<file path="src/hdl/fmcr_pkg.sv">
// fmcr_pkg: shared types, reset values and codes for the framed motor command receiver
// no dependencies; used by every module of the block
`default_nettype none

package fmcr_pkg;

  localparam int QUEUE_DEPTH_DEFAULT = 2;

  localparam logic [7:0] START_RESET  = 8'h01;
  localparam logic [7:0] STOP_RESET   = 8'hBB;
  localparam logic [7:0] MAXLEN_RESET = 8'd251;
  localparam logic [7:0] SCALE_RESET  = 8'd10;

  localparam logic [7:0] REG_START_MARKER = 8'd0;
  localparam logic [7:0] REG_STOP_MARKER  = 8'd1;
  localparam logic [7:0] REG_MAX_LENGTH   = 8'd2;
  localparam logic [7:0] REG_SPEED_SCALE  = 8'd3;

  localparam logic [2:0] STATUS_OK        = 3'd0;
  localparam logic [2:0] STATUS_ADDR_ERR  = 3'd1;
  localparam logic [2:0] STATUS_MODE_ERR  = 3'd2;
  localparam logic [2:0] STATUS_LEN_ERR   = 3'd3;
  localparam logic [2:0] STATUS_TOO_SHORT = 3'd4;

  localparam logic [7:0] ADDR_MOTOR_ONE = 8'h01;
  localparam logic [7:0] ADDR_MOTOR_TWO = 8'h02;
  localparam logic [7:0] DIR_ONE        = 8'h01;
  localparam logic [7:0] DIR_TWO        = 8'h02;
  localparam logic [7:0] MODE_THREE     = 8'h03;
  localparam logic [7:0] MODE_FOUR      = 8'h04;
  localparam logic [7:0] LEN_MIN        = 8'h03;
  localparam logic [7:0] LEN_FOUR       = 8'h04;
  localparam logic [7:0] LEN_CHECKED    = 8'h05;
  localparam logic [7:0] LEN_SIX        = 8'h06;
  localparam logic [7:0] NO_ADDRESS     = 8'hFF;

  localparam logic [1:0] CH_ONE   = 2'd0;
  localparam logic [1:0] CH_TWO   = 2'd1;
  localparam logic [1:0] CH_THREE = 2'd2;
  localparam logic [1:0] CH_FOUR  = 2'd3;

  typedef struct packed {
    logic [7:0] start_marker;
    logic [7:0] stop_marker;
    logic [7:0] max_length;
    logic [7:0] speed_scale;
  } cfg_t;

  // one classified byte handed from front to back
  typedef struct packed {
    logic       done;
    logic [2:0] status;
    logic [7:0] addr;
    logic       motor;
    logic [7:0] motor_addr;
    logic [7:0] direction;
    logic [7:0] speed;
  } cmd_t;

endpackage

`default_nettype wire

</file>
<file path="src/hdl/fmcr_if.sv">
// fmcr_if: valid/ready channel interfaces for received bytes, results and register writes
// depends on nothing but the field widths of the block
`default_nettype none

interface fmcr_rx_if;
  logic       valid;
  logic       ready;
  logic [7:0] data_byte;
  modport source (output valid, output data_byte, input ready);
  modport sink (input valid, input data_byte, output ready);
endinterface

interface fmcr_result_if;
  logic        valid;
  logic        ready;
  logic        frame_done;
  logic [2:0]  status;
  logic [7:0]  reply_address;
  logic        motor_update;
  logic [3:0]  channel_enable;
  logic [15:0] compare_one;
  logic [15:0] compare_two;
  logic [15:0] compare_three;
  logic [15:0] compare_four;
  modport source (output valid, output frame_done, output status, output reply_address,
                  output motor_update, output channel_enable, output compare_one,
                  output compare_two, output compare_three, output compare_four,
                  input ready);
  modport sink (input valid, input frame_done, input status, input reply_address,
                input motor_update, input channel_enable, input compare_one,
                input compare_two, input compare_three, input compare_four,
                output ready);
endinterface

interface fmcr_cfg_if;
  logic       valid;
  logic       ready;
  logic [7:0] index;
  logic [7:0] wdata;
  modport source (output valid, output index, output wdata, input ready);
  modport sink (input valid, input index, input wdata, output ready);
endinterface

`default_nettype wire

</file>
<file path="src/hdl/framed_motor_command_receiver_core.sv">
// framed_motor_command_receiver_core: top level, register file, parser, queue and motor back end
// depends on fmcr_pkg, fmcr_if, fmcr_front, fmcr_queue and fmcr_back
`default_nettype none

// Takes one received byte per beat on rx_byte and returns exactly one result beat per byte on
// report: a frame report on the second stop marker, a motor update on the third payload byte,
// and always the current channel enables and compare values. With report.ready held high the
// block sustains one byte per clock; the result of a byte is registered in the queue and then
// in the output register of the back end. The queue between the parser and the back end
// holds QUEUE_DEPTH commands, so rx_byte.ready falls only once one result beat is held on
// report and QUEUE_DEPTH more wait behind it in the queue.
// Registers on cfg (start marker, stop marker, max length, speed scale) are always ready and
// should be written while no byte is in flight; writes to other indexes are ignored.
module framed_motor_command_receiver_core #(
  parameter int QUEUE_DEPTH = fmcr_pkg::QUEUE_DEPTH_DEFAULT
) (
  input  wire           clk,
  input  wire           rst,
  fmcr_rx_if.sink       rx_byte,
  fmcr_result_if.source report,
  fmcr_cfg_if.sink      cfg
);
  import fmcr_pkg::*;

  cfg_t cfg_regs;
  logic push;
  logic push_ready;
  cmd_t push_cmd;
  logic pop;
  logic pop_valid;
  cmd_t pop_cmd;

  assign cfg.ready = 1'b1;

  always_ff @(posedge clk) begin
    if (rst) begin
      cfg_regs.start_marker <= START_RESET;
      cfg_regs.stop_marker  <= STOP_RESET;
      cfg_regs.max_length   <= MAXLEN_RESET;
      cfg_regs.speed_scale  <= SCALE_RESET;
    end else if (cfg.valid) begin
      unique case (cfg.index)
        REG_START_MARKER: cfg_regs.start_marker <= cfg.wdata;
        REG_STOP_MARKER:  cfg_regs.stop_marker  <= cfg.wdata;
        REG_MAX_LENGTH:   cfg_regs.max_length   <= cfg.wdata;
        REG_SPEED_SCALE:  cfg_regs.speed_scale  <= cfg.wdata;
        default: ;
      endcase
    end
  end

  fmcr_front u_front (
    .clk        (clk),
    .rst        (rst),
    .cfg        (cfg_regs),
    .rx_byte    (rx_byte),
    .push_ready (push_ready),
    .push       (push),
    .push_cmd   (push_cmd)
  );

  fmcr_queue #(
    .DEPTH (QUEUE_DEPTH)
  ) u_queue (
    .clk        (clk),
    .rst        (rst),
    .push       (push),
    .push_cmd   (push_cmd),
    .push_ready (push_ready),
    .pop        (pop),
    .pop_valid  (pop_valid),
    .pop_cmd    (pop_cmd)
  );

  fmcr_back u_back (
    .clk         (clk),
    .rst         (rst),
    .speed_scale (cfg_regs.speed_scale),
    .pop_valid   (pop_valid),
    .pop_cmd     (pop_cmd),
    .pop         (pop),
    .report      (report)
  );

endmodule

`default_nettype wire

</file>
<file path="src/hdl/fmcr_front.sv">
// fmcr_front: frame parser, tracks markers, length and payload, classifies each byte
// depends on fmcr_pkg and fmcr_rx_if; pushes one command per beat into the queue
`default_nettype none

module fmcr_front (
  input  wire                  clk,
  input  wire                  rst,
  input  fmcr_pkg::cfg_t       cfg,
  fmcr_rx_if.sink              rx_byte,
  input  wire                  push_ready,
  output logic                 push,
  output fmcr_pkg::cmd_t       push_cmd
);
  import fmcr_pkg::*;

  typedef enum logic [2:0] {
    ST_HUNT   = 3'd0,
    ST_START2 = 3'd1,
    ST_LENGTH = 3'd2,
    ST_DATA   = 3'd3,
    ST_STOP1  = 3'd4,
    ST_STOP2  = 3'd5
  } state_t;

  state_t     state, state_next;
  logic [7:0] payload_count, payload_count_next;
  logic [7:0] frame_length, frame_length_next;
  logic [7:0] payload_first, payload_first_next;
  logic [7:0] payload_second, payload_second_next;
  logic [7:0] payload_third, payload_third_next;
  logic [7:0] b;
  logic [7:0] count_inc;

  assign rx_byte.ready = push_ready;
  assign push          = rx_byte.valid && push_ready;
  assign b             = rx_byte.data_byte;
  assign count_inc     = payload_count + 8'd1;

  always_comb begin
    state_next          = state;
    payload_count_next  = payload_count;
    frame_length_next   = frame_length;
    payload_first_next  = payload_first;
    payload_second_next = payload_second;
    payload_third_next  = payload_third;
    push_cmd            = '0;
    push_cmd.motor_addr = payload_first;
    push_cmd.direction  = payload_second;
    push_cmd.speed      = b;
    unique case (state)
      ST_HUNT: begin
        if (b == cfg.start_marker) begin
          payload_count_next = '0;
          state_next         = ST_START2;
        end
      end
      ST_START2: begin
        state_next = (b == cfg.start_marker) ? ST_LENGTH : ST_HUNT;
      end
      ST_LENGTH: begin
        frame_length_next  = b;
        payload_count_next = '0;
        if (b > cfg.max_length) begin
          state_next = ST_HUNT;
        end else if (b == 8'd0) begin
          state_next = ST_STOP1;
        end else begin
          state_next = ST_DATA;
        end
      end
      ST_DATA: begin
        payload_count_next = count_inc;
        if (count_inc == frame_length) begin
          state_next = ST_STOP1;
        end
        if (count_inc == 8'd1) begin
          payload_first_next = b;
        end else if (count_inc == 8'd2) begin
          payload_second_next = b;
        end else if (count_inc == 8'd3) begin
          payload_third_next = b;
          push_cmd.motor     = 1'b1;
        end
      end
      ST_STOP1: begin
        state_next = (b == cfg.stop_marker) ? ST_STOP2 : ST_HUNT;
      end
      ST_STOP2: begin
        if (b == cfg.stop_marker) begin
          push_cmd.done = 1'b1;
          if (frame_length < LEN_MIN) begin
            push_cmd.status = STATUS_TOO_SHORT;
            push_cmd.addr   = NO_ADDRESS;
          end else begin
            push_cmd.addr = payload_first;
            if (frame_length == LEN_CHECKED) begin
              if (payload_first != ADDR_MOTOR_ONE && payload_first != ADDR_MOTOR_TWO) begin
                push_cmd.status = STATUS_ADDR_ERR;
              end else if (payload_third != MODE_THREE && payload_third != MODE_FOUR) begin
                push_cmd.status = STATUS_MODE_ERR;
              end else begin
                push_cmd.status = STATUS_OK;
              end
            end else if (frame_length != LEN_FOUR && frame_length != LEN_SIX) begin
              push_cmd.status = STATUS_LEN_ERR;
            end else begin
              push_cmd.status = STATUS_OK;
            end
          end
        end
        state_next = ST_HUNT;
      end
      default: begin
        state_next = ST_HUNT;
      end
    endcase
  end

  always_ff @(posedge clk) begin
    if (rst) begin
      state          <= ST_HUNT;
      payload_count  <= '0;
      frame_length   <= '0;
      payload_first  <= '0;
      payload_second <= '0;
      payload_third  <= '0;
    end else if (push) begin
      state          <= state_next;
      payload_count  <= payload_count_next;
      frame_length   <= frame_length_next;
      payload_first  <= payload_first_next;
      payload_second <= payload_second_next;
      payload_third  <= payload_third_next;
    end
  end

  // a frame report and a motor command never come from the same byte
  assert property (@(posedge clk) disable iff (rst) push |-> !(push_cmd.done && push_cmd.motor))
    else $error("front: done and motor on one beat");
  // a motor command is only taken on the third payload byte
  assert property (@(posedge clk) disable iff (rst)
                   push && push_cmd.motor |=> payload_count == 8'd3)
    else $error("front: motor command off the third payload byte");
  // a report always follows a wait for the second stop marker
  assert property (@(posedge clk) disable iff (rst)
                   push && push_cmd.done |-> state == ST_STOP2)
    else $error("front: report outside second stop");

endmodule

`default_nettype wire

</file>
<file path="src/hdl/fmcr_queue.sv">
// fmcr_queue: short command queue between the parser and the motor back end
// depends on fmcr_pkg for the command type
`default_nettype none

module fmcr_queue #(
  parameter int DEPTH = fmcr_pkg::QUEUE_DEPTH_DEFAULT
) (
  input  wire             clk,
  input  wire             rst,
  input  wire             push,
  input  fmcr_pkg::cmd_t  push_cmd,
  output logic            push_ready,
  input  wire             pop,
  output logic            pop_valid,
  output fmcr_pkg::cmd_t  pop_cmd
);
  import fmcr_pkg::*;

  localparam int PtrW = (DEPTH > 1) ? $clog2(DEPTH) : 1;
  localparam int CntW = $clog2(DEPTH + 1);
  localparam logic [PtrW-1:0] LastPtr = PtrW'(DEPTH - 1);
  localparam logic [CntW-1:0] Full    = CntW'(DEPTH);

  cmd_t            mem [DEPTH];
  logic [PtrW-1:0] wr_ptr;
  logic [PtrW-1:0] rd_ptr;
  logic [CntW-1:0] count;

  assign push_ready = (count != Full);
  assign pop_valid  = (count != '0);
  assign pop_cmd    = mem[rd_ptr];

  always_ff @(posedge clk) begin
    if (push) begin
      mem[wr_ptr] <= push_cmd;
    end
  end

  always_ff @(posedge clk) begin
    if (rst) begin
      wr_ptr <= '0;
      rd_ptr <= '0;
      count  <= '0;
    end else begin
      if (push) begin
        wr_ptr <= (wr_ptr == LastPtr) ? '0 : wr_ptr + PtrW'(1);
      end
      if (pop) begin
        rd_ptr <= (rd_ptr == LastPtr) ? '0 : rd_ptr + PtrW'(1);
      end
      if (push && !pop) begin
        count <= count + CntW'(1);
      end else if (pop && !push) begin
        count <= count - CntW'(1);
      end
    end
  end

  assert property (@(posedge clk) disable iff (rst) count <= Full)
    else $error("queue: count beyond depth");
  assert property (@(posedge clk) disable iff (rst) pop |-> pop_valid)
    else $error("queue: pop while empty");
  assert property (@(posedge clk) disable iff (rst) push |-> push_ready)
    else $error("queue: push while full");

endmodule

`default_nettype wire

</file>
<file path="src/hdl/fmcr_back.sv">
// fmcr_back: applies motor commands to the four drive channels and holds the result beat
// depends on fmcr_pkg and fmcr_result_if; pops commands from the queue
`default_nettype none

module fmcr_back (
  input  wire                  clk,
  input  wire                  rst,
  input  wire [7:0]            speed_scale,
  input  wire                  pop_valid,
  input  fmcr_pkg::cmd_t       pop_cmd,
  output logic                 pop,
  fmcr_result_if.source        report
);
  import fmcr_pkg::*;

  logic        out_valid;
  logic        out_done;
  logic [2:0]  out_status;
  logic [7:0]  out_addr;
  logic        out_update;
  logic [3:0]  channel_on, channel_on_next;
  logic [15:0] compare_value [4];
  logic [15:0] product;
  logic        addr_hit;
  logic        dir_hit;
  logic [1:0]  ch;
  logic        apply;

  assign pop      = pop_valid && (!out_valid || report.ready);
  assign product  = 16'(pop_cmd.speed) * 16'(speed_scale);
  assign addr_hit = (pop_cmd.motor_addr == ADDR_MOTOR_ONE) ||
                    (pop_cmd.motor_addr == ADDR_MOTOR_TWO);
  assign apply    = pop && pop_cmd.motor && addr_hit;

  always_comb begin
    dir_hit = 1'b1;
    ch      = CH_ONE;
    if (pop_cmd.direction == DIR_ONE) begin
      ch = (pop_cmd.motor_addr == ADDR_MOTOR_ONE) ? CH_ONE : CH_FOUR;
    end else if (pop_cmd.direction == DIR_TWO) begin
      ch = (pop_cmd.motor_addr == ADDR_MOTOR_ONE) ? CH_TWO : CH_THREE;
    end else begin
      dir_hit = 1'b0;
    end
    channel_on_next = dir_hit ? (4'b0001 << ch) : 4'b0000;
  end

  always_ff @(posedge clk) begin
    if (rst) begin
      out_valid  <= 1'b0;
      channel_on <= '0;
      for (int i = 0; i < 4; i++) begin
        compare_value[i] <= '0;
      end
    end else begin
      if (pop) begin
        out_valid <= 1'b1;
      end else if (report.ready) begin
        out_valid <= 1'b0;
      end
      if (apply) begin
        channel_on <= channel_on_next;
        if (dir_hit) begin
          compare_value[ch] <= product;
        end
      end
    end
  end

  always_ff @(posedge clk) begin
    if (pop) begin
      out_done   <= pop_cmd.done;
      out_status <= pop_cmd.status;
      out_addr   <= pop_cmd.addr;
      out_update <= pop_cmd.motor && addr_hit;
    end
  end

  assign report.valid          = out_valid;
  assign report.frame_done     = out_done;
  assign report.status         = out_status;
  assign report.reply_address  = out_addr;
  assign report.motor_update   = out_update;
  assign report.channel_enable = channel_on;
  assign report.compare_one    = compare_value[0];
  assign report.compare_two    = compare_value[1];
  assign report.compare_three  = compare_value[2];
  assign report.compare_four   = compare_value[3];

  assert property (@(posedge clk) disable iff (rst) $onehot0(channel_on))
    else $error("back: more than one channel running");
  assert property (@(posedge clk) disable iff (rst)
                   out_valid && !out_done |-> out_status == STATUS_OK && out_addr == 8'd0)
    else $error("back: status without a finished frame");
  assert property (@(posedge clk) disable iff (rst) !apply |=> $stable(channel_on))
    else $error("back: channels changed without a command");

endmodule

`default_nettype wire

</file>
<file path="src/flat_wrapper.sv">
// flat-port wrapper written by rule: the top's interface ports become plain ports
module framed_motor_command_receiver_core_flat import fmcr_pkg::*;
#(
  parameter int QUEUE_DEPTH = fmcr_pkg::QUEUE_DEPTH_DEFAULT
)
  (clk, rst, rx_byte_valid, rx_byte_data_byte, rx_byte_ready, report_valid, report_frame_done, report_status, report_reply_address, report_motor_update, report_channel_enable, report_compare_one, report_compare_two, report_compare_three, report_compare_four, report_ready, cfg_valid, cfg_index, cfg_wdata, cfg_ready);
  fmcr_rx_if rx_byte_i ();
  fmcr_result_if report_i ();
  fmcr_cfg_if cfg_i ();
  input  wire clk;
  input  wire rst;
  input wire logic [$bits(rx_byte_i.valid)-1:0] rx_byte_valid;
  input wire logic [$bits(rx_byte_i.data_byte)-1:0] rx_byte_data_byte;
  output wire logic [$bits(rx_byte_i.ready)-1:0] rx_byte_ready;
  output wire logic [$bits(report_i.valid)-1:0] report_valid;
  output wire logic [$bits(report_i.frame_done)-1:0] report_frame_done;
  output wire logic [$bits(report_i.status)-1:0] report_status;
  output wire logic [$bits(report_i.reply_address)-1:0] report_reply_address;
  output wire logic [$bits(report_i.motor_update)-1:0] report_motor_update;
  output wire logic [$bits(report_i.channel_enable)-1:0] report_channel_enable;
  output wire logic [$bits(report_i.compare_one)-1:0] report_compare_one;
  output wire logic [$bits(report_i.compare_two)-1:0] report_compare_two;
  output wire logic [$bits(report_i.compare_three)-1:0] report_compare_three;
  output wire logic [$bits(report_i.compare_four)-1:0] report_compare_four;
  input wire logic [$bits(report_i.ready)-1:0] report_ready;
  input wire logic [$bits(cfg_i.valid)-1:0] cfg_valid;
  input wire logic [$bits(cfg_i.index)-1:0] cfg_index;
  input wire logic [$bits(cfg_i.wdata)-1:0] cfg_wdata;
  output wire logic [$bits(cfg_i.ready)-1:0] cfg_ready;
  assign rx_byte_i.valid = rx_byte_valid;
  assign rx_byte_i.data_byte = rx_byte_data_byte;
  assign rx_byte_ready = rx_byte_i.ready;
  assign report_valid = report_i.valid;
  assign report_frame_done = report_i.frame_done;
  assign report_status = report_i.status;
  assign report_reply_address = report_i.reply_address;
  assign report_motor_update = report_i.motor_update;
  assign report_channel_enable = report_i.channel_enable;
  assign report_compare_one = report_i.compare_one;
  assign report_compare_two = report_i.compare_two;
  assign report_compare_three = report_i.compare_three;
  assign report_compare_four = report_i.compare_four;
  assign report_i.ready = report_ready;
  assign cfg_i.valid = cfg_valid;
  assign cfg_i.index = cfg_index;
  assign cfg_i.wdata = cfg_wdata;
  assign cfg_ready = cfg_i.ready;
  framed_motor_command_receiver_core #(.QUEUE_DEPTH(QUEUE_DEPTH)) u_core (.clk(clk), .rst(rst), .rx_byte(rx_byte_i), .report(report_i), .cfg(cfg_i));
endmodule
</file>
<file path="config.mk">
export PLATFORM = sky130hd
export DESIGN_NAME = framed_motor_command_receiver_core_flat
export DESIGN_NICKNAME = d
export VERILOG_FILES = /design/src/hdl/fmcr_pkg.sv /design/src/hdl/fmcr_if.sv /design/src/hdl/framed_motor_command_receiver_core.sv /design/src/hdl/fmcr_front.sv /design/src/hdl/fmcr_queue.sv /design/src/hdl/fmcr_back.sv /design/src/flat_wrapper.sv
export SDC_FILE = /design/constraint.sdc
export NUM_CORES = 1
export LEC_CHECK = 0
export ABC_AREA = 1
export BUFFER_PORTS_ARGS = -buffer_cell sky130_fd_sc_hd__buf_2
export CAP_MARGIN = 30
export CELL_PAD_IN_SITES_DETAIL_PLACEMENT = 1
export CELL_PAD_IN_SITES_GLOBAL_PLACEMENT = 2
export CORE_ASPECT_RATIO = 1.25
export CORE_MARGIN = 2
export CORE_UTILIZATION = 34
export CTS_CLUSTER_DIAMETER = 200
export DETAILED_ROUTE_END_ITERATION = 6
export PLACE_DENSITY_LB_ADDON = 0.1
export REMOVE_ABC_BUFFERS = 1
export SLEW_MARGIN = 10
export SYNTH_ARGS = -nofsm -noshare
export SYNTH_HDL_FRONTEND = slang
export SYNTH_SLANG_ARGS = --single-unit
</file>
<file path="constraint.sdc">
create_clock -name clk -period 4.9 [get_ports clk]
set_clock_uncertainty 0.05 [all_clocks]
set_input_delay 0.98 -clock clk [delete_from_list [all_inputs] [get_ports clk]]
set_output_delay 0.98 -clock clk [all_outputs]
set_load 0.05 [all_outputs]
</file>
==> impl_metrics.toml, run 1 <==
[cells_and_area]
fill_cells = 4101
drive_gt1_frac = 0.190
area_growth_syn_to_layout_pct = 17.9
n_antenna_cell = 0
final_util = 0.405
fin_nets = 1532

[drt]
drt_first_pass_iters = 4
drt_iter0_markers = 279
via_per_inst = 4.64
wl_per_cell_microns = 16.5
vias = 8869
drc = 0
drtAntennaViolNets = 0
routed_wl_mm = 31.6

[place]
pre_cts_slack_ns = -0.0318
place.gp.congestion = 0.803
dp_hpwl_mm = 23.8
io_buffer_count = 111

[min_path]
min_path_type = "reg -> reg"
hold_path.startpoint = "u_core.u_front.payload_second[1]$_SDFFE_PP0P_"

[sta]
rsz0062_at_grt = "yes"
timing.fmax_mhz = 214
fin_crit_sh = 0.952
maxSlewHeadroom = 0.426
period_minus_slack_ns = 4.66
setup_viol_count_final = 0
fin_ws_ns = 0.237
final-max-slew-violation-count = 0
final.setup.tns_ns = 0
hold_violations = 0
tightest_slew_ns = 0.858
holdWs_ns = 0.402

[clock_tree]
clk_pin_slew_ns = 0.06
cts_tree = "yes"
cts_buffers = 26
cts_hold_buf = 0
ctsHtreeMaxLevel = 1
cts_sinks = 236
insertion_delay_ns = 0.55
cts-root-buf = "clkbuf_16"
cts.path.max_buffers = 3

[die]
pin_count = 113
rows = 77
chipHeight_microns = 215
core_sq_um = 35300
start_util = 0.343
dieArea_sq_um = 37100
fp.dieW_microns = 173

[logic_synthesis]
synth_ff_type = "edfxtp_1"
syn_area_sq_um = 12100
synthCells = 1277
synthArstFlopShare = 0
synth.ff_latch_count = 236
ys_seq_area_frac = 0.515
yosysTopAreaCellShare = 0.375
synth_cell_types = 53
yosysTopAreaCell = "edfxtp_1"
synth-edff-count = 151
synth_area_per_cell_sq_um = 9.48
yosysMostFrequentCell = "nand2_1"
ys.warnings.count = 0
synth_common_cells = "nand2_1, inv_1, nor2_1"
ys_top_cells_by_area = "edfxtp_1, dfxtp_1, nand2_1"

[setup_path]
cp_max_fo = 10
required_ns = 5.26
critical_path.cell_chain = "buf_12 -> inv_8 -> or2_2 -> o21ai_2 -> buf_6 -> nor2_1 -> fa_1 -> fa_1 -> fa_1 -> inv_1 -> fa_1 -> inv_1 -> ha_1 -> buf_4 -> nand4_1 -> nand3_2 -> nand2_2 -> nand3_1 -> nand2_1 -> nand3_2 -> nor2_1"
critical_path.slowest_cell = "fa_1"
crit_type = "reg -> reg"
worstSetupStartpointType = "flip-flop"
path_common_cell = "fa_1"
critPathMaxStageDelay_ns = 0.56
cpLargestDelayFamily = "adder cells"
path_buf_inv = 6
critPathArrivalTime_ns = 5.03
cp-end-kind = "flip-flop"

[global_route]
grt_pass1_vias = 9583
grt_max_degree = 77
grt_pass1_wl_mm = 51.2
antenna_found_initial = 0
grt_use_total = 0.172
grt.overflow.total = 0

[power]
power.density_nw_per_um2 = 480
power.leakage_nw = 6.32
ir_drop_mv = 0.237
finalPower_mw = 6.85

[job]
max_cap_violations = 0

[outcome]
outcome = "completed"
## cells in the final DEF, fill, tap and decap left out, types with 4 or more instances in the layout
cell and instances:
buf_2 111, nand4_1 9, mux2i_1 4, clkinv_2 7, buf_4 24, o21ai_2 4, clkbuf_16 26, nand3_1 43
ha_1 47, o21ai_0 49, or2_2 10, o21ai_1 12, dfxtp_1 84, a21oi_1 68, nand3_4 5, xnor2_1 4
inv_1 195, inv_2 5, nor2_4 6, nor2_2 16, nand3_2 8, fa_1 36, o211ai_1 16, xor2_1 12
edfxtp_1 151, nor3_1 15, o21a_1 9, nand2_1 209, nor2_1 171, clkinv_1 10, nand2_2 18
## logic make-up (layout without fill, tap and decap cells)
| kind of cell | after synthesis | in the layout | share of synthesized area |
|---|---|---|---|
| multiplexers | 5 | 5 | 0.00414 |
| flip-flops | 236 | 236 | 0.515 |
| adder cells (fa/ha/maj) | 85 | 85 | 0.110 |
| other | 1 | 1 | 0.000310 |
| AND/OR/NAND/NOR | 528 | 528 | 0.199 |
| buffers and inverters | 233 | 394 | 0.0787 |
| XOR/XNOR | 17 | 17 | 0.0123 |
| AO/OA/AOI/OAI | 172 | 172 | 0.0797 |
## path summary, 6_finish.rpt
| kind | to | slack, ns | cells past startpoint |
|---|---|---|---|
| min | u_core.u_queue.mem[1][9]$_DFFE_PP_ | 0.40 | 0 |
| min reg2reg | u_core.u_queue.mem[1][9]$_DFFE_PP_ | 0.40 | 0 |
| max | u_core.u_back.compare_value[2][15]$_SDFFCE_PN0P_ | 0.24 | 21 |
| max reg2reg | u_core.u_back.compare_value[2][15]$_SDFFCE_PN0P_ | 0.24 | 21 |
## report_power, final
part	switching, mW	total [mW]	internal [mW]	leakage, nW
clock	0.819	1.85	1.03	0.389
combinational	1.69	2.53	0.842	3.74
sequential	0.0982	2.47	2.37	2.18
total	2.61	6.85	4.25	6.32
## area by class of cell
cell class              count  area, sq um  share of cell area
clock buffers              29          662              0.0464
clock inverters            19          144              0.0101
inverters                 207          786              0.0551
multi-input cells         808         5050               0.354
flip-flops and latches    236         6240               0.437
well taps                 474          593              0.0416
repair buffers            139          798              0.0560
## registers in the layout (all words and copies together), names as in the netlist, 2 cells and up, named ones only
register / count
u_core.cfg_regs: 32
u_core.u_back.compare_value: 64
u_core.u_back.report.channel_enable: 4
u_core.u_back.report.reply_address: 8
u_core.u_back.report.status: 3
u_core.u_front.frame_length: 8
u_core.u_front.payload_count: 8
u_core.u_front.payload_first: 8
u_core.u_front.payload_second: 8
u_core.u_front.payload_third: 8
u_core.u_front.state: 3
u_core.u_queue.count: 2
u_core.u_queue.mem: 74
## through the flow
stage               cell area [sq um]  cells
detailed placement              13300   1862
finish                          14300   1912
floorplan                       11900   1251
CTS                             14100   1910
global route                    14300   1912
global placement                13300   1861
## per-layer routing
| layer | track usage | up-vias | routed length [microns] | share of wire |
|---|---|---|---|---|
| met5 | 0 | - | 0 | 0 |
| met3 | 0.0242 | 38 | 1120 | 0.036 |
| met2 | 0.341 | 135 | 17100 | 0.54 |
| met4 | 0.0446 | 0 | 602 | 0.019 |
| met1 | 0.191 | 4251 | 12800 | 0.40 |
| li1 | - | 4445 | - | - |
## what timing repair did
item / CTS / global route
setup buffers: 0 / 2
pin swaps: 0 / 5
gates cloned: 0 / 0
gates resized for setup: 1 / 32
endpoints found under the setup margin: 4 / 32
No activity file was read; power rests on OpenSTA's default activity.
==> run 2: changes to the inputs <==
GPL_TIMING_DRIVEN = 0   (was unset)
==> run 2 against run 1 <==
Against the previous run:
- utilization increased by 0.51 points
- via count increased by 0.50%
- final area increased by 1.3%
- sequential power increased by 2%
- wire length decreased by 1.9%
- sequential share of layout area decreased by 0.53 points
- register-to-register slack got worse by 0.16 ns
- power increased by 3.4%
- sequential cell count unchanged
- largest power group unchanged
==> impl_metrics.toml, run 2 (synthesis results as in run 1) <==
[outcome]
outcome = "completed"

[power]
power.density_nw_per_um2 = 490
p_clk_frac = 0.271
p_seq_frac = 0.354
ir_drop_mv = 0.262
power.leakage_nw = 6.36
finalPower_mw = 7.09
intPower_mw = 4.37
p_sw_frac = 0.383
p_sw_mw = 2.71
combPwrFrac = 0.375

[die]
pin_count = 113
rows = 77
fp.dieW_microns = 173
chipHeight_microns = 215
dieArea_sq_um = 37100
start_util = 0.343
core_sq_um = 35300

[drt]
vias = 8913
drt_first_pass_iters = 4
drc = 0
via_per_inst = 4.67
drt_iter0_markers = 333
wl_per_cell_microns = 16.2
routed_wl_mm = 31.0
drtAntennaViolNets = 0

[place]
pre_cts_slack_ns = -1.07
place.gp.congestion = 0.745
dp_hpwl_mm = 22.7
io_buffer_count = 111

[sta]
fin_ws_ns = 0.0780
maxSlewHeadroom = 0.415
setup_viol_count_final = 0
rsz0062_at_grt = "yes"
tightest_slew_ns = 0.874
timing.fmax_mhz = 207
fin_crit_sh = 0.984
period_minus_slack_ns = 4.82
holdWs_ns = 0.400
hold_violations = 0
final-max-slew-violation-count = 0

[cells_and_area]
mostFrequentLayoutCells = "nand2_1, inv_1, nor2_1"
n_antenna_cell = 0
regMostFlops = "u_core.u_queue.mem"
area_growth_syn_to_layout_pct = 19.4
fin_nets = 1529
top_regs = "u_core.u_queue.mem: 74 flops, u_core.u_back.compare_value: 64 flops, u_core.cfg_regs: 32 flops"
drive_gt1_frac = 0.199
fill_cells = 4053
layout_commonest_cell = "nand2_1"
largest_register_ffs = 74

[global_route]
grt_pass1_wl_mm = 50.2
grt.overflow.total = 0
grt_use_total = 0.169
grt_pass1_vias = 9477
antenna_found_initial = 0
grt_max_degree = 68

[clock_tree]
cts-root-buf = "clkbuf_16"
cts.path.max_buffers = 3
insertion_delay_ns = 0.55
ctsHtreeMaxLevel = 1
cts_buffers = 26
cts_hold_buf = 0
clk_pin_slew_ns = 0.06
cts_sinks = 236
cts_tree = "yes"

[job]
max_cap_violations = 0

[setup_path]
required_ns = 5.14
crit_type = "reg -> reg"
critPathArrivalTime_ns = 5.06
cp-end-kind = "flip-flop"
worstSetupStartpointType = "flip-flop"
cp_max_fo = 8

[min_path]
min_path_type = "reg -> reg"
-- run 2: cell types whose count changed in the layout (fill, tap and decap cells not counted), sizes merged --
cell and delta:
clkinv -2, inv +5, bufinv +1, clkinvlp -1, buf -4, clkbuf -2
-- run 2: worst max-delay path, stage by stage, from the launching register on --
cell	delay (ns)
dfxtp_4	0.49
buf_6	0.16
mux2i_4	0.35
or2_4	0.19
fa_1	0.45
fa_1	0.51
inv_2	0.04
fa_1	0.55
inv_2	0.04
fa_1	0.51
inv_2	0.05
ha_4	0.26
nand2_4	0.07
inv_1	0.05
nand2_2	0.08
nand2_1	0.05
nand2_1	0.08
o2111ai_2	0.13
or2_4	0.27
nand3_4	0.11
nor2_2	0.05
-- run 2: path summary, 6_finish.rpt --
| kind | startpoint | end | slack [ns] | depth (start not counted) |
|---|---|---|---|---|
| max | flip-flop | u_core.u_back.compare_value[0][12]$_SDFFCE_PN0P_ | 0.08 | 20 |
| min reg2reg | u_core.u_front.payload_first[5]$_SDFFE_PP0P_ | u_core.u_queue.mem[1][21]$_DFFE_PP_ | 0.40 | 0 |
| min | u_core.u_front.payload_first[5]$_SDFFE_PP0P_ | u_core.u_queue.mem[1][21]$_DFFE_PP_ | 0.40 | 0 |
| max reg2reg | flip-flop | u_core.u_back.compare_value[0][12]$_SDFFCE_PN0P_ | 0.08 | 20 |
-- run 2: cell type report --
class	count	area [sq um]	area share
clock buffer	27	654	0.0453
clock inverter	21	178	0.0123
inverter	207	793	0.0549
multi-input combinational	808	5180	0.359
sequential	236	6240	0.432
tap	474	593	0.0410
timing repair buffer	135	800	0.0553
timing repair inverter	1	8.76	0.000606
-- run 2: through the flow --
stage	TNS [ns]	std cells	util	area, sq um
after floorplan	-8.28	1251	-	11900
after global placement	-68.96	1836	0.371	13100
after detailed placement	-31.44	1840	0.374	13200
after CTS	0	1900	0.405	14300
after global routing	-3.31	1909	0.410	14400
final	0	1909	0.410	14400
-- run 2: metal layers --
metal / wire length, microns / global-route usage / up-vias
met5: 0 / 0 / -
met1: 12800 / 0.190 / 4284
li1: - / - / 4437
met2: 16400 / 0.329 / 142
met4: 780 / 0.0517 / 0
met3: 1030 / 0.0225 / 50
-- run 2: power groups by stage --
stage	registers [mW]	clock network (mW)	logic, mW
2_1_floorplan	2.81	0	1.36
3_3_place_gp	2.57	0	2.16
3_5_place_dp	2.56	0	2.23
4_1_cts	2.51	1.98	2.49
5_1_grt	2.53	2.05	2.98
6_report	2.51	1.92	2.66
-- run 2: timing repair --
action / CTS / global route
pin swaps: 9 / 16
cloned: 1 / 0
endpoints found under the setup margin: 42 / 32
buffers inserted: 11 / 10
resized for setup: 35 / 30
==> run 3: changes to the inputs <==
SYNTH_HIERARCHICAL = 1   (was unset)
==> run 3 against run 2 <==
Against the previous run:
- sequential cell count did not move
- final area is 5.0% higher
- register-to-register slack better by 0.12 ns
- first-iteration DRC count up 20%
- global-route usage fell by 0.11 points
- power decreased by 0.61%
- critical path type unchanged
==> impl_metrics.toml, run 3 <==
[die]
core_sq_um = 38000
pin_count = 113
start_util = 0.343
dieArea_sq_um = 40000
rows = 80
fp.dieW_microns = 179
chipHeight_microns = 223

[drt]
drt_iter0_markers = 398
drtAntennaViolNets = 0
wl_per_cell_microns = 15.7
routed_wl_mm = 32.8
drc = 0
via_per_inst = 4.54
drt_first_pass_iters = 4
vias = 9461

[power]
finalPower_mw = 7.04
p_clk_frac = 0.292
power.density_nw_per_um2 = 464
ir_drop_mv = 0.225
combPwrFrac = 0.351
p_sw_mw = 2.53
p_sw_frac = 0.359
p_seq_frac = 0.357
intPower_mw = 4.51
power.leakage_nw = 7.44

[logic_synthesis]
synth_common_cells = "nand2_1, inv_1, nor2_1"
yosysTopAreaCell = "edfxtp_1"
synthArstFlopShare = 0
synth-edff-count = 151
yosysTopAreaCellShare = 0.348
synthCells = 1462
ys.warnings.count = 6
ys_top_cells_by_area = "edfxtp_1, dfxtp_1, nand2_1"
yosysMostFrequentCell = "nand2_1"
syn_area_sq_um = 13000
synth_cell_types = 42
synth.ff_latch_count = 236
synth_area_per_cell_sq_um = 8.92
ys_seq_area_frac = 0.478
synth_ff_type = "edfxtp_1"

[outcome]
outcome = "completed"

[setup_path]
worstSetupStartpointType = "flip-flop"
critPathArrivalTime_ns = 5.05
critical_path.cell_chain = "clkbuf_16 -> mux2_4 -> buf_4 -> nand2_1 -> fa_1 -> fa_1 -> inv_1 -> fa_1 -> inv_1 -> fa_1 -> inv_1 -> ha_4 -> nand2_1 -> nand2_1 -> nand2_1 -> nand2_1 -> inv_1 -> nand2_1 -> xor2_2 -> nand2_2 -> nor2_2"
cp_max_fo = 5
critical_path.slowest_cell = "fa_1"
cpLargestDelayFamily = "adder cells"
crit_type = "reg -> reg"
path_buf_inv = 6
required_ns = 5.24
path_common_cell = "nand2_1"
critPathMaxStageDelay_ns = 0.53
cp-end-kind = "flip-flop"

[sta]
final-max-slew-violation-count = 0
hold_violations = 0
rsz0062_at_grt = "yes"
setup_viol_count_final = 0
final.setup.tns_ns = 0
tightest_slew_ns = 0.823
maxSlewHeadroom = 0.450
fin_crit_sh = 0.961
holdWs_ns = 0.403
period_minus_slack_ns = 4.71
timing.fmax_mhz = 212

[cells_and_area]
regMostFlops = "u_core/u_queue/mem"
mostFrequentLayoutCells = "nand2_1, inv_1, nor2_1"
fill_cells = 4467
top_regs = "u_core/u_queue/mem: 74 flops, u_core/u_back/compare_value: 64 flops, u_core/cfg_regs: 32 flops"
area_growth_syn_to_layout_pct = 16.3
largest_register_ffs = 74
fin_nets = 1686
n_antenna_cell = 0
drive_gt1_frac = 0.182
fin_area_sq_um = 15200
layout_commonest_cell = "nand2_1"

[global_route]
grt_max_degree = 27
grt.overflow.total = 0
grt_pass1_wl_mm = 52.8
antenna_found_initial = 0
grt_pass1_vias = 10100
grt_use_total = 0.168

[min_path]
min_path_type = "reg -> reg"

[place]
dp_hpwl_mm = 24.3
place.gp.congestion = 0.762
io_buffer_count = 111
dpl-instance-area_sq_um = 14000

[clock_tree]
clk_pin_slew_ns = 0.06
cts_sinks = 236
cts_tree = "yes"
insertion_delay_ns = 0.55
cts.path.max_buffers = 3
cts-root-buf = "clkbuf_16"
cts_buffers = 26
ctsHtreeMaxLevel = 1
cts_hold_buf = 0

[job]
max_cap_violations = 0
[run 3: timing repair]
item | 4_1_cts | 5_1_grt
pin swaps | 1 | 8
resized for setup | 14 | 8
setup endpoints to repair | 38 | 33
cloned | 1 | 1
setup buffers | 5 | 15
[run 3: power by group through the flow]
stage | sequential [mW] | combinational [mW] | clock (mW)
6_report | 2.51 | 2.47 | 2.06
5_1_grt | 2.54 | 2.80 | 2.20
4_1_cts | 2.52 | 2.41 | 2.12
3_5_place_dp | 2.57 | 2.28 | 0
3_3_place_gp | 2.60 | 2.19 | 0
2_1_floorplan | 2.85 | 1.40 | 0
[run 3: stage by stage]
| step | std cells | setup WS (ns) | util |
|---|---|---|---|
| final | 2084 | 0.193 | 0.399 |
| after global routing | 2084 | -0.0130 | 0.399 |
| after CTS | 2068 | 0.0286 | 0.394 |
| after detailed placement | 2014 | -0.817 | 0.367 |
| after global placement | 2007 | -1.87 | 0.363 |
| after floorplan | 1404 | -0.600 | - |
[run 3: cells by family after synthesis]
group                      count (synthesis)  share of synthesized area
muxes                                     37                     0.0406
other                                      1                   0.000287
adders and majority gates                 85                      0.102
buffers and inverters                    340                      0.114
and+or+nand+nor                          653                      0.216
AOI/OAI and AO/OA                         92                     0.0376
DFF                                      236                      0.478
xor gates and xnor gates                  18                     0.0121
[run 3: worst paths after layout]
check                                                     from                                               end  slack (ns)  cells after the start
hold / removal    u_core/u_front/payload_first[4]$_SDFFE_PP0P_               u_core/u_queue/mem[1][20]$_DFFE_PP_        0.40                      0
setup reg to reg                                     flip-flop  u_core/u_back/compare_value[2][10]$_SDFFCE_PN0P_        0.19                     21
setup / recovery                                     flip-flop  u_core/u_back/compare_value[2][10]$_SDFFCE_PN0P_        0.19                     21
hold reg to reg   u_core/u_front/payload_first[4]$_SDFFE_PP0P_               u_core/u_queue/mem[1][20]$_DFFE_PP_        0.40                      0
[run 3: layout make-up]
cell class                 count  area, sq um  area share
tap                          492          616      0.0406
multi-input combinational    886         5440       0.358
timing repair buffer         140          911      0.0600
clock inverter                12          161      0.0106
inverter                     282         1060      0.0697
clock buffer                  36          751      0.0495
sequential                   236         6240       0.411
[run 3: layer usage]
| layer | vias to the layer above | GRT usage | part of all wire |
|---|---|---|---|
| met1 | 4537 | 0.198 | 0.42 |
| li1 | 4783 | - | - |
| met2 | 115 | 0.323 | 0.53 |
| met4 | 0 | 0.0330 | 0.015 |
| met5 | - | 0 | 0 |
| met3 | 26 | 0.0203 | 0.030 |
